<file path="src/design/cfa_pkg.sv">
// Package for the contiguous fit allocator: widths, codes and payload types.
// No dependencies.
package cfa_pkg;
  localparam int MemUnitsDefault = 128;
  localparam int OwnerW = 8;
  localparam int SizeW  = 8;
  localparam int StatW  = 2;
  localparam int AddrOutW = 7;
  localparam int HoleW  = 7;
  localparam int UsedW  = 8;

  localparam logic [1:0] FitFirst = 2'd0;
  localparam logic [1:0] FitBest  = 2'd1;
  localparam logic [1:0] FitWorst = 2'd2;
  localparam logic [1:0] FitNext  = 2'd3;

  localparam logic OpAlloc = 1'b0;
  localparam logic OpFree  = 1'b1;

  localparam logic [StatW-1:0] StDone     = 2'd0;
  localparam logic [StatW-1:0] StNoHole   = 2'd1;
  localparam logic [StatW-1:0] StNotFound = 2'd2;

  typedef struct packed {
    logic              operation;
    logic [OwnerW-1:0] owner_id;
    logic [SizeW-1:0]  request_size;
  } req_t;

  typedef struct packed {
    logic [StatW-1:0]    status;
    logic [AddrOutW-1:0] start_address;
    logic [HoleW-1:0]    hole_count;
    logic [UsedW-1:0]    used_units;
  } rsp_t;
endpackage

</file>
<file path="src/design/cfa_if.sv">
// Valid/ready channel interface carrying one request or result item.
// Depends on cfa_pkg.
interface cfa_req_if;
  import cfa_pkg::*;
  logic valid;
  logic ready;
  req_t data;
  modport source(output valid, output data, input ready);
  modport sink(input valid, input data, output ready);
endinterface

interface cfa_rsp_if;
  import cfa_pkg::*;
  logic valid;
  logic ready;
  rsp_t data;
  modport source(output valid, output data, input ready);
  modport sink(input valid, input data, output ready);
endinterface

</file>
<file path="src/design/cfa_ram.sv">
// Generic single-port-write, single-read RAM with registered read data.
// No dependencies.
module cfa_ram #(
  parameter int Width = 8,
  parameter int Depth = 128
) (
  input  logic                     clk_i,
  input  logic                     we_i,
  input  logic [$clog2(Depth)-1:0] waddr_i,
  input  logic [Width-1:0]         wdata_i,
  input  logic [$clog2(Depth)-1:0] raddr_i,
  output logic [Width-1:0]         rdata_o
);
  logic [Width-1:0] mem_q [Depth];
  always_ff @(posedge clk_i) begin
    if (we_i) mem_q[waddr_i] <= wdata_i;
    rdata_o <= mem_q[raddr_i];
  end
endmodule

</file>
<file path="src/design/contiguous_fit_allocator_core.sv">
// Contiguous fit allocator: owner map in a RAM, request sequencer, result register.
// Depends on cfa_pkg, cfa_if and cfa_ram.
//
// Usage: requests enter on req (operation, owner_id, request_size) by valid/ready;
// each request yields exactly one result item on rsp. The user must write fit_mode
// through cfg_we_i/cfg_wdata_i only while the block is idle; the block itself
// does not enforce this. An item is handled in passes over the owner map, one
// unit per cycle through the map RAM read port: a search pass (first fit, next
// fit and free stop at the first match), for next fit a possible second pass, a
// write pass over the placed run or the freed run, and a hole count pass. An
// item is accepted only once every pass for the previous one is done.
// After reset a clearing pass writes zero to every unit, during which no item
// is accepted. The result is held in an output register; while the receiver
// stalls, one more item is accepted and processed, and then no new item is
// accepted until the held result leaves.
module contiguous_fit_allocator_core
  import cfa_pkg::*;
#(
  parameter int MEM_UNITS = MemUnitsDefault
) (
  input  logic        clk_i,
  input  logic        rst_ni,
  input  logic        cfg_we_i,
  input  logic [1:0]  cfg_wdata_i,
  cfa_req_if.sink     req,
  cfa_rsp_if.source   rsp
);
  localparam int AW = $clog2(MEM_UNITS);
  localparam int CW = AW + 1;

  localparam logic [2:0] SClr  = 3'd0;
  localparam logic [2:0] SIdle = 3'd1;
  localparam logic [2:0] SScan = 3'd2;
  localparam logic [2:0] SWr   = 3'd3;
  localparam logic [2:0] SHole = 3'd4;
  localparam logic [2:0] SOut  = 3'd5;

  logic [2:0] st_q, st_d;
  logic [1:0] mode_q;
  req_t r_q;
  logic [CW-1:0] idx_q, idx_d;      // address issued this cycle
  logic [CW-1:0] pos_q;             // address whose data arrives now
  logic          pv_q;              // pos_q valid
  logic [CW-1:0] run_q, run_d, from_q;
  logic          pass2_q;
  logic          found_q, found_d;
  logic [CW-1:0] pick_q, pick_d, plen_q, plen_d;
  logic [CW-1:0] wend_q;
  logic [CW-1:0] nfp_q, used_q;
  logic [HoleW-1:0] holes_q;
  logic [StatW-1:0] stat_q;
  rsp_t out_q;
  logic out_v_q;

  logic          we;
  logic [AW-1:0] waddr, raddr;
  logic [OwnerW-1:0] wdata, rdata;

  cfa_ram #(.Width(OwnerW), .Depth(MEM_UNITS)) u_map (
    .clk_i, .we_i(we), .waddr_i(waddr), .wdata_i(wdata),
    .raddr_i(raddr), .rdata_o(rdata)
  );

  localparam logic [CW-1:0] Top = CW'(MEM_UNITS);
  logic [CW-1:0] size_c;
  assign size_c = (32'(r_q.request_size) > MEM_UNITS) ? '0 : CW'(r_q.request_size);
  logic bad_alloc;
  assign bad_alloc = (r_q.owner_id == '0) || (r_q.request_size == '0) ||
                     (32'(r_q.request_size) > MEM_UNITS);

  assign req.ready = (st_q == SIdle);
  assign rsp.valid = out_v_q;
  assign rsp.data  = out_q;
  assign raddr = idx_q[AW-1:0];

  // data available for position pos_q (end marker at Top reads as occupied)
  logic free_u, at_end;
  assign at_end = (pos_q == Top);
  assign free_u = !at_end && (rdata == '0);

  always_ff @(posedge clk_i or negedge rst_ni) begin
    if (!rst_ni) mode_q <= FitFirst;
    else if (cfg_we_i) mode_q <= cfg_wdata_i;
  end

  always_comb begin
    st_d = st_q; idx_d = idx_q; run_d = run_q;
    found_d = found_q; pick_d = pick_q; plen_d = plen_q;
    we = 1'b0; waddr = idx_q[AW-1:0]; wdata = '0;
    case (st_q)
      SClr: begin
        we = 1'b1;
        idx_d = idx_q + 1'b1;
        if (idx_q == Top - 1'b1) begin st_d = SIdle; idx_d = '0; end
      end
      SScan: begin
        if (idx_q != Top) idx_d = idx_q + 1'b1;
        if (pv_q) begin
          if (r_q.operation == OpFree) begin
            // Owner zero never matches, so a free of it reports not found.
            if (r_q.owner_id != '0 && !at_end && rdata == r_q.owner_id) begin
              found_d = 1'b1; pick_d = pos_q;
            end
          end else if (mode_q == FitNext) begin
            run_d = free_u ? run_q + 1'b1 : '0;
            if (free_u && run_q + 1'b1 >= size_c) begin
              found_d = 1'b1; pick_d = pos_q + 1'b1 - size_c;
            end
          end else begin
            if (free_u) run_d = run_q + 1'b1;
            else begin
              run_d = '0;
              if (run_q >= size_c && run_q != '0) begin
                if (!found_q || (mode_q == FitBest && run_q <= plen_q) ||
                    (mode_q == FitWorst && run_q >= plen_q)) begin
                  found_d = 1'b1; pick_d = pos_q - run_q; plen_d = run_q;
                end
                if (mode_q == FitFirst) found_d = 1'b1;
              end
            end
          end
        end
      end
      SWr: begin
        // allocate writes blindly; free writes only while unit still matches
        if (r_q.operation == OpAlloc) begin
          we = 1'b1; wdata = r_q.owner_id; idx_d = idx_q + 1'b1;
        end else if (pv_q) begin
          if (!at_end && rdata == r_q.owner_id) begin
            we = 1'b1; waddr = pos_q[AW-1:0]; wdata = '0;
          end
        end
        if (idx_q != Top) idx_d = idx_q + 1'b1;
      end
      SHole: begin
        if (idx_q != Top) idx_d = idx_q + 1'b1;
      end
      default: ;
    endcase
  end

  logic prev_free_q;

  always_ff @(posedge clk_i or negedge rst_ni) begin
    if (!rst_ni) begin
      st_q <= SClr; idx_q <= '0; pv_q <= 1'b0; nfp_q <= '0; used_q <= '0;
      out_v_q <= 1'b0;
    end else begin
      pos_q <= idx_q;
      if (rsp.valid && rsp.ready) out_v_q <= 1'b0;
      case (st_q)
        SClr: begin
          st_q <= st_d; idx_q <= idx_d; pv_q <= 1'b0;
        end
        SIdle: begin
          if (req.valid) begin
            r_q <= req.data;
            st_q <= SScan; pv_q <= 1'b0; run_q <= '0; found_q <= 1'b0;
            pick_q <= '0; plen_q <= '0; pass2_q <= 1'b0;
            idx_q <= (req.data.operation == OpAlloc && mode_q == FitNext) ? nfp_q : '0;
            from_q <= nfp_q;
          end
        end
        SScan: begin
          if (r_q.operation == OpAlloc && bad_alloc) begin
            stat_q <= StNoHole; pick_q <= '0; st_q <= SHole; idx_q <= '0; pv_q <= 1'b0;
          end else if (found_d && (r_q.operation == OpFree || mode_q == FitNext ||
                                   mode_q == FitFirst)) begin
            stat_q <= StDone; pv_q <= 1'b0; st_q <= SWr;
            pick_q <= pick_d; idx_q <= pick_d;
            if (r_q.operation == OpAlloc) begin
              wend_q <= pick_d + size_c;
              used_q <= used_q + size_c;
              if (mode_q == FitNext) nfp_q <= pick_d + size_c;
            end
          end else if (pv_q && at_end) begin
            if (r_q.operation == OpAlloc && mode_q == FitNext && !pass2_q &&
                from_q != '0) begin
              pass2_q <= 1'b1; idx_q <= '0; pv_q <= 1'b0; run_q <= '0;
            end else if (found_d) begin
              stat_q <= StDone; pv_q <= 1'b0; st_q <= SWr; pick_q <= pick_d;
              idx_q <= pick_d; wend_q <= pick_d + size_c; used_q <= used_q + size_c;
            end else begin
              stat_q <= (r_q.operation == OpFree) ? StNotFound : StNoHole;
              pick_q <= '0; st_q <= SHole; idx_q <= '0; pv_q <= 1'b0;
            end
          end else begin
            idx_q <= idx_d; pv_q <= 1'b1;
            run_q <= run_d; found_q <= found_d; pick_q <= pick_d; plen_q <= plen_d;
          end
        end
        SWr: begin
          if (r_q.operation == OpAlloc) begin
            if (idx_q + 1'b1 == wend_q || idx_q + 1'b1 == Top) begin
              st_q <= SHole; idx_q <= '0; pv_q <= 1'b0;
            end else begin
              idx_q <= idx_d; pv_q <= 1'b1;
            end
          end else if (!pv_q || (!at_end && rdata == r_q.owner_id)) begin
            if (pv_q) used_q <= used_q - 1'b1;
            idx_q <= idx_d; pv_q <= 1'b1;
          end else begin
            st_q <= SHole; idx_q <= '0; pv_q <= 1'b0;
          end
        end
        SHole: begin
          idx_q <= idx_d;
          pv_q <= 1'b1;
          if (!pv_q) begin holes_q <= '0; prev_free_q <= 1'b0; end
          else begin
            prev_free_q <= free_u;
            if (prev_free_q && !free_u) holes_q <= holes_q + 1'b1;
            if (at_end) st_q <= SOut;
          end
        end
        SOut: begin
          if (!out_v_q) begin
            out_q.status <= stat_q;
            out_q.start_address <= AddrOutW'(pick_q);
            out_q.hole_count <= holes_q;
            out_q.used_units <= UsedW'(used_q);
            out_v_q <= 1'b1;
            st_q <= SIdle;
          end
        end
        default: st_q <= SIdle;
      endcase
    end
  end
endmodule

</file>
<file path="src/flat_wrapper.sv">
// flat-port wrapper written by rule: the top's interface ports become plain ports
module contiguous_fit_allocator_core_flat import cfa_pkg::*;
#(
  parameter int MEM_UNITS = MemUnitsDefault
)
  (clk_i, rst_ni, cfg_we_i, cfg_wdata_i, req_valid, req_data, req_ready, rsp_valid, rsp_data, rsp_ready);
  cfa_req_if req_i ();
  cfa_rsp_if rsp_i ();
  input  logic clk_i;
  input  logic rst_ni;
  input  logic cfg_we_i;
  input  logic [1:0] cfg_wdata_i;
  input wire logic [$bits(req_i.valid)-1:0] req_valid;
  input wire logic [$bits(req_i.data)-1:0] req_data;
  output wire logic [$bits(req_i.ready)-1:0] req_ready;
  output wire logic [$bits(rsp_i.valid)-1:0] rsp_valid;
  output wire logic [$bits(rsp_i.data)-1:0] rsp_data;
  input wire logic [$bits(rsp_i.ready)-1:0] rsp_ready;
  assign req_i.valid = req_valid;
  assign req_i.data = req_data;
  assign req_ready = req_i.ready;
  assign rsp_valid = rsp_i.valid;
  assign rsp_data = rsp_i.data;
  assign rsp_i.ready = rsp_ready;
  contiguous_fit_allocator_core #(.MEM_UNITS(MEM_UNITS)) u_core (.clk_i(clk_i), .rst_ni(rst_ni), .cfg_we_i(cfg_we_i), .cfg_wdata_i(cfg_wdata_i), .req(req_i), .rsp(rsp_i));
endmodule
</file>
<file path="config.mk">
export PLATFORM = sky130hd
export DESIGN_NAME = contiguous_fit_allocator_core_flat
export DESIGN_NICKNAME = d
export VERILOG_FILES = /design/src/design/cfa_pkg.sv /design/src/design/cfa_if.sv /design/src/design/cfa_ram.sv /design/src/design/contiguous_fit_allocator_core.sv /design/src/flat_wrapper.sv
export SDC_FILE = /design/constraint.sdc
export NUM_CORES = 1
export LEC_CHECK = 0
export BUFFER_PORTS_ARGS = -buffer_cell sky130_fd_sc_hd__buf_2
export CORE_ASPECT_RATIO = 2
export CORE_UTILIZATION = 60
export DETAILED_ROUTE_END_ITERATION = 8
export PLACE_DENSITY_LB_ADDON = 0.05
export SYNTH_ARGS = -nofsm -noshare
export SYNTH_HDL_FRONTEND = slang
export SYNTH_SLANG_ARGS = --single-unit
</file>
<file path="constraint.sdc">
create_clock -name clk_i -period 6.2 [get_ports clk_i]
set_input_delay 1.55 -clock clk_i [delete_from_list [all_inputs] [get_ports clk_i]]
set_output_delay 1.55 -clock clk_i [all_outputs]
set_load 0.01 [all_outputs]
</file>
## Word level (Yosys, flattened, before mapping)

Memory sizes are Yosys's and may differ from the RTL's. A register that Yosys moved wholly into a read port is not among the register bits.
Index checks and enable logic that the tools add are counted.
Widths: inputs -> output; s select.

- Logic and storage cells: 285
- Bits in registers: 132
- Output and inout port bits: 26
- Latch bits: 0
- RAM bits: 1,024
- Input port bits: 24
- Memories: 1
- Memory bits (read-only): 0

Memory list:

| name | words | bits a word | rd ports | clocked after Yosys merged registers in | write ports | RTL line | source |
|---|---|---|---|---|---|---|---|
| u_core.u_map.mem_q | 128 | 8 | 1 | 1 | 1 | cfa_ram.sv:14 | `logic [Width-1:0] mem_q [Depth];` |

- $lt $le $gt $ge: 5
- Shift operators: 0
- Mux-type cells: 127
- $mul: 0
- Reductions and logical operators: 64
- Eq/ne operators: 49
- $add $sub $neg: 9
- Bitwise operators: 4
- Div/mod/pow operators: 0

Operators with widths:

| kind | number |
|---|---|
| $mux 8 | 61 |
| $pmux 8 s2 | 5 |
| $mux 3 | 13 |
| $mux 7 | 5 |
| $mux 1 | 33 |
| $pmux 8 s4 | 1 |
| $add 8x1->8 const B | 3 |
| $ge 8x8->1 | 3 |
| $logic_not 8->1 | 3 |
| $ne 2x1->1 const B | 12 |
| $reduce_bool 8->1 | 3 |
| $ne 2x2->1 const B | 10 |
| $pmux 3 s6 | 1 |
| $reduce_and 9->1 | 2 |
| $logic_and 1x1->1 | 17 |
| $add 8x8->8 | 2 |
| $eq 8x8->1 | 2 |
| $eq 8x8->1 const B | 2 |
| $sub 8x8->8 | 2 |
| $ne 3x1->1 const B | 5 |
| $reduce_and 7->1 | 2 |
| $ne 3x3->1 const B | 4 |
| $reduce_and 12->1 | 1 |
| $reduce_and 3->1 | 3 |
| other kinds (33) | 63 |

## Logic depth before layout (Yosys ltp)

- Depth after elaboration: 18
- Depth in mapped cells: 23
- Gate-level depth less buffers: 23

## By module

From an unflattened synthesis, not the netlist that was laid out.

- Cells, all modules: 2,429
- Area, all modules: 48,028.6 µm²

Modules (own cells, without submodules):

| module | cells an instance | seq. area each (µm²) | instances | area each (µm²) |
|---|---|---|---|---|
| cfa_ram | 1,628 | 30,909.6 | 1 | 39,625.5 |
| contiguous_fit_allocator_core | 801 | 3,808.7 | 1 | 8,403.1 |

## Worst setup path before layout

No wires, ideal clock.

- Kind: register -> register
- From: register u_core.r_q[2] (netlist name)
- To: register u_core.nfp_q[7]
- Arrival: 4.493 ns
- Setup slack: 1.583 ns
- Cell stages (with the launch flop): 24
- Setup time: 0.125 ns
- Required time: 6.075 ns
- Period minus slack after synthesis: 4.617 ns
- Path buffers: 0
- Cells stage by stage: edfxtp_1 > nor3_1 > and2_1 > nand3_1 > ha_1 > nand2_1 > nor3_1 > a21oi_1 > a211o_1 > nor2_1 > nand3_1 > a2bb2oi_1 > o221ai_1 > inv_1 > ha_1 > a21o_1 > a21oi_1 > o21ai_0 > o21ai_0 > nand2b_1 > a21oi_1 > xnor2_1 > xnor2_1 > mux2_2

- Word-level cells in the longest chain between the ends: 12
- Elaborated cells on any way between the ends: 29
- Those cells by class: 2 x add/sub; 3 x order compare; 15 x mux; 1 x bitwise; 8 x reduce/logical

RTL lines:

| what | RTL line | source |
|---|---|---|
| from (decl) | contiguous_fit_allocator_core.sv:40 | `req_t r_q;` |
| from (signal assigned) | contiguous_fit_allocator_core.sv:157 | `r_q <= req.data;` |
| branches (longest 12 deep; another with $gt 8x8->1) | n/a |  |
| to (signal assigned) | contiguous_fit_allocator_core.sv:174 | `if (mode_q == FitNext) nfp_q <= pick_d + size_c;` |
| to (decl) | contiguous_fit_allocator_core.sv:49 | `logic [CW-1:0] nfp_q, used_q;` |

Parallel ways; which one is timed is not known.
A chain may end at the register's enable or synchronous reset.

## Final worst setup path

- From: register u_core.r_q[7] (netlist name)
- To: register u_core.nfp_q[7]

Same word-level chain as after synthesis.

==> flow_summary.html <==
<table>
<tr><th>Metric</th><th>Value</th></tr>
<tr><th colspan="2">Pwr</th></tr>
<tr><td>Total power of the final layout</td><td>22.4 mW</td></tr>
<tr><td>Net switching power</td><td>7.36 mW</td></tr>
<tr><td>Switching Fraction</td><td>32.8%</td></tr>
<tr><td>Total power per unit cell area</td><td>418 nW/um^2</td></tr>
<tr><td>Power Internal</td><td>15.1 mW</td></tr>
<tr><td>Sequential group share of total power</td><td>42.9%</td></tr>
<tr><td>Clock Power Share</td><td>26.9%</td></tr>
<tr><td>Worst voltage drop across the vdd grid</td><td>0.000339 V</td></tr>
<tr><td>Cell leakage power</td><td>17.7 nW</td></tr>
<tr><td>Combinational cell fraction of total power</td><td>30.2%</td></tr>
<tr><th colspan="2">STA</th></tr>
<tr><td>Final Hold Vio Count</td><td>0</td></tr>
<tr><td>Worst Tran Pin Value</td><td>1.34 ns</td></tr>
<tr><td>Final worst path period need</td><td>5.38 ns</td></tr>
<tr><td>Worst slew slack as a fraction of its limit</td><td>10.0%</td></tr>
<tr><td>Post-route clock skew</td><td>0.0196 ns</td></tr>
<tr><td>Highest clock rate</td><td>0.186 GHz</td></tr>
<tr><td>Final setup TNS</td><td>0 ns</td></tr>
<tr><td>Final Cycle Share</td><td>86.8%</td></tr>
<tr><td># setup viols final</td><td>0</td></tr>
<tr><td>Pins Over Slew Limit</td><td>0</td></tr>
<tr><td>Worst setup slack after layout</td><td>0.818 ns</td></tr>
<tr><td>RSZ-0062 raised after global routing</td><td>false</td></tr>
<tr><th colspan="2">Placed design</th></tr>
<tr><td>DPL Wire Length</td><td>85400 um</td></tr>
<tr><td>Worst slack after detailed placement</td><td>0.855 ns</td></tr>
<tr><td>Number of buffer cells added on primary ports</td><td>49</td></tr>
<tr><td>Cell Count Post-Placement</td><td>3811</td></tr>
<tr><td>Gp weighted congestion</td><td>0.952</td></tr>
<tr><th colspan="2">Synth</th></tr>
<tr><td>Area contributors post-synth</td><td>edfxtp_1 (70%), mux4_2 (11%), mux2i_1 (2.7%)</td></tr>
<tr><td>Post-synthesis cell type count</td><td>80</td></tr>
<tr><td>Most frequently used cell type in the post-synthesis netlist</td><td>edfxtp_1</td></tr>
<tr><td>Share of flip-flops with an asynchronous set or reset</td><td>2.66%</td></tr>
<tr><td>Synthesized instance count</td><td>2717</td></tr>
<tr><td>Count of yosys warnings during synthesis</td><td>0</td></tr>
<tr><td>Register bit count reported by yosys</td><td>1164</td></tr>
<tr><td>Top-area cell type share of the netlist area</td><td>69.8%</td></tr>
<tr><td>Syn Std Cell Area</td><td>48400 sq um</td></tr>
<tr><td>Synthesized Nets</td><td>2809</td></tr>
<tr><td>Top flip-flop cell by instance count after synthesis</td><td>edfxtp_1</td></tr>
<tr><td>Number of enable flip-flop cells after synthesis</td><td>1125</td></tr>
<tr><td>Post-synthesis area per instance</td><td>17.8 sq um</td></tr>
<tr><td>Top cells by instance count after synthesis</td><td>edfxtp_1 (1125), mux4_2 (228), nor2_1 (181)</td></tr>
<tr><td>Post-synthesis sequential area ratio</td><td>71.7%</td></tr>
<tr><td>Cell taking the most area after synthesis</td><td>edfxtp_1</td></tr>
<tr><th colspan="2">Detailed routing</th></tr>
<tr><td>Detailed Route WL</td><td>127000 um</td></tr>
<tr><td>Avg WL per Cell</td><td>31.9 um</td></tr>
<tr><td>Vias post-DR</td><td>26.0k</td></tr>
<tr><td>Number of optimization iterations in the first detailed-route pass</td><td>6</td></tr>
<tr><td>Detailed router's first-iteration violation count</td><td>2343</td></tr>
<tr><td>DRC errors left</td><td>0</td></tr>
<tr><td>Mean number of vias per cell</td><td>6.53</td></tr>
<tr><td>Antenna violation net count after detailed routing</td><td>0</td></tr>
<tr><th colspan="2">Clock tree</th></tr>
<tr><td>Setup repair bufs after CTS</td><td>0</td></tr>
<tr><td>Number of CTS-inserted buffers</td><td>98</td></tr>
<tr><td>Resized cells post-CTS</td><td>0</td></tr>
<tr><td>Clock latency on the worst-skew pair</td><td>0.70 ns</td></tr>
<tr><td>CTS root buf</td><td>clkbuf_16</td></tr>
<tr><td>Maximum level of the CTS H-tree</td><td>3</td></tr>
<tr><td>Clock sink count</td><td>1164</td></tr>
<tr><td>CTS clk-pin slew, worst paths</td><td>0.07 ns</td></tr>
<tr><td>Total of hold buffers inserted after clock tree synthesis</td><td>0</td></tr>
<tr><td>CTS tree</td><td>yes</td></tr>
<tr><td>Max clock buf depth</td><td>3</td></tr>
<tr><th colspan="2">Setup path</th></tr>
<tr><td>Cell-by-cell listing of the critical path</td><td>nand2b_1 -&gt; inv_1 -&gt; ha_1 -&gt; nor2b_1 -&gt; o21ai_0 -&gt; a21oi_1 -&gt; a211oi_1 -&gt; nand2_1 -&gt; mux2i_1 -&gt; a21oi_1 -&gt; o221ai_1 -&gt; buf_4 -&gt; inv_1 -&gt; ha_1 -&gt; a21o_1 -&gt; a21oi_1 -&gt; o21ai_0 -&gt; o21ai_0 -&gt; nand2b_1 -&gt; a21oi_1 -&gt; xnor2_1 -&gt; xnor2_1 -&gt; mux2_2</td></tr>
<tr><td>Classification of the worst setup path</td><td>register to register</td></tr>
<tr><td>Category of cells accounting for the largest share of critical-path delay</td><td>compound AO/OA/AOI/OAI gates</td></tr>
<tr><td>Crit path buffers/inverters</td><td>3</td></tr>
<tr><td>Critical-path maximum fanout</td><td>10</td></tr>
<tr><td>Cell at the slowest stage of the critical path</td><td>edfxtp_1</td></tr>
<tr><td>CP peak stage delay</td><td>0.53 ns</td></tr>
<tr><td>Critical Path Most Common Cell</td><td>a21oi_1</td></tr>
<tr><td>Type of origin of the critical path</td><td>register</td></tr>
<tr><td>Sort of element at the end of the critical path</td><td>register</td></tr>
<tr><td>Worst endpoint required time</td><td>6.78 ns</td></tr>
<tr><td>CP Data Arrival Time</td><td>5.96 ns</td></tr>
<tr><th colspan="2">GRT</th></tr>
<tr><td>GRT Resource Usage Total</td><td>32.0%</td></tr>
<tr><td>Pin count of the biggest net entering global routing</td><td>98</td></tr>
<tr><td>Initial antenna violation count</td><td>1</td></tr>
<tr><td>Grt total ovfl</td><td>0</td></tr>
<tr><td>Vias in the first global route</td><td>27.2k</td></tr>
<tr><td>Global-route wire length before repair</td><td>184000 um</td></tr>
<tr><th colspan="2">Final layout</th></tr>
<tr><td>Fraction of layout instances using a drive strength above 1</td><td>21.4%</td></tr>
<tr><td>Layout filler cell count</td><td>5323</td></tr>
<tr><td>Largest reg by FF count</td><td>u_core.u_map.mem_q</td></tr>
<tr><td>Layout overhead on the synthesized area</td><td>10.9%</td></tr>
<tr><td>Post-route non-filler standard cell count</td><td>3990</td></tr>
<tr><td>Nets</td><td>2960</td></tr>
<tr><td>Largest register FFs</td><td>1024</td></tr>
<tr><th colspan="2">Floorplanning</th></tr>
<tr><td>Count of boundary I/O pins</td><td>50</td></tr>
<tr><td>Height of the chip</td><td>404 um</td></tr>
<tr><td>Effective utilization at floorplan</td><td>60.5%</td></tr>
<tr><td>Die Footprint</td><td>81900 sq um</td></tr>
<tr><td>Core region area</td><td>80000 sq um</td></tr>
<tr><td>FP Rows</td><td>147</td></tr>
<tr><td>Width of the chip</td><td>203 um</td></tr>
<tr><th colspan="2">Job</th></tr>
<tr><td>Max Cap Viol</td><td>0</td></tr>
<tr><th colspan="2">Hold path</th></tr>
<tr><td>Type of the worst min-delay path</td><td>register to register</td></tr>
<tr><th colspan="2">Run status</th></tr>
<tr><td>Outcome</td><td>finished clean</td></tr>
</table>
[logic make-up (layout without fill, tap and decap cells)]
group                    Yosys count  count (layout)  synth area share [%]
multiplexers                     380             380                  13.8
adder cells (fa/ha/maj)           68              68                  1.82
flip-flops                      1164            1164                  71.7
AND/OR/NAND/NOR                  494             494                  4.76
other                              0               1                     0
buffers and inverters            202             431                  1.73
XOR/XNOR                          62              62                  1.12
AO/OA/AOI/OAI                    347             347                  5.06
[layout by cell type, fill, tap and decap left out, types with 53 or more instances in the layout]
cell type | synthesis | routed
o221ai_1 | 64 | 64
inv_1 | 53 | 53
mux2i_1 | 133 | 133
buf_4 | 12 | 141
nand2_1 | 111 | 109
mux4_2 | 228 | 228
clkbuf_16 | 0 | 100
edfxtp_1 | 1125 | 1125
ha_1 | 64 | 64
a21oi_1 | 72 | 72
nor3_1 | 57 | 56
nor2_1 | 181 | 180
[metrics by stage]
step	utilization [%]	hold slack (ns)	instance area, sq um
global route	67.1	0.441	53700
floorplan	-	0.400	48400
finish	67.1	0.428	53700
detailed placement	63.2	0.414	50600
CTS	67.1	0.430	53700
global placement	63.2	0.401	50600
[layout make-up]
type | count | area, sq um | share of cell area [%]
Inverter | 58 | 218 | 0.406
Multi-Input combinational cell | 1351 | 12900 | 24.1
Tap cell | 1043 | 1310 | 2.43
Antenna cell | 1 | 2.50 | 0.00466
Clock inverter | 59 | 523 | 0.974
Timing Repair Buffer | 195 | 1400 | 2.62
Clock buffer | 119 | 2570 | 4.79
Sequential cell | 1164 | 34700 | 64.7
[power by group through the flow]
| stage | combinational [mW] | sequential (mW) | clock, mW |
|---|---|---|---|
| 2_1_floorplan | 4.54 | 9.47 | 0 |
| 3_3_place_gp | 6.67 | 9.78 | 0 |
| 3_5_place_dp | 6.74 | 9.78 | 0 |
| 4_1_cts | 6.77 | 9.61 | 6.12 |
| 5_1_grt | 7.11 | 9.65 | 6.36 |
| 6_report | 6.78 | 9.62 | 6.04 |
[worst register-to-register path, stage by stage, from the launching register on]
cell      delay [ns]
edfxtp_1        0.53
nand2b_1        0.32
inv_1           0.23
ha_1            0.35
nor2b_1         0.05
o21ai_0         0.37
a21oi_1         0.18
a211oi_1        0.40
nand2_1         0.29
mux2i_1         0.21
a21oi_1         0.08
o221ai_1        0.18
buf_4           0.17
inv_1           0.05
ha_1            0.27
a21o_1          0.18
a21oi_1         0.27
o21ai_0         0.17
o21ai_0         0.17
nand2b_1        0.08
a21oi_1         0.17
xnor2_1         0.16
xnor2_1         0.11
mux2_2          0.27
[final timing paths]
check | from | endpoint | slack, ns | cells past startpoint
min in group asynchronous | rst_ni | u_core.used_q[5]$_DFFE_PN0P_ | 0.95 | 2
max | u_core.r_q[7]$_DFFE_PP_ | u_core.nfp_q[7]$_DFFE_PN0P_ | 0.82 | 23
max reg2reg | u_core.r_q[7]$_DFFE_PP_ | u_core.nfp_q[7]$_DFFE_PN0P_ | 0.82 | 23
min reg2reg | u_core.stat_q[0]$_SDFFCE_PP1P_ | u_core.rsp.data[22]$_DFFE_PP_ | 0.43 | 0
min | u_core.stat_q[0]$_SDFFCE_PP1P_ | u_core.rsp.data[22]$_DFFE_PP_ | 0.43 | 0
max in group asynchronous | rst_ni | u_core.idx_q[3]$_DFFE_PN0P_ | 4.75 | 2
[per-layer routing]
metal / routed length [um] / track usage [%] / vias to the layer above
met3: 6240 / 4.31 / 371
met1: 41300 / 33.6 / 13400
met5: 13 / 0 / -
met2: 69300 / 58.3 / 1001
li1: - / - / 11200
met4: 10400 / 23.0 / 2
Note: power is estimated with default switching activity, not from simulation.
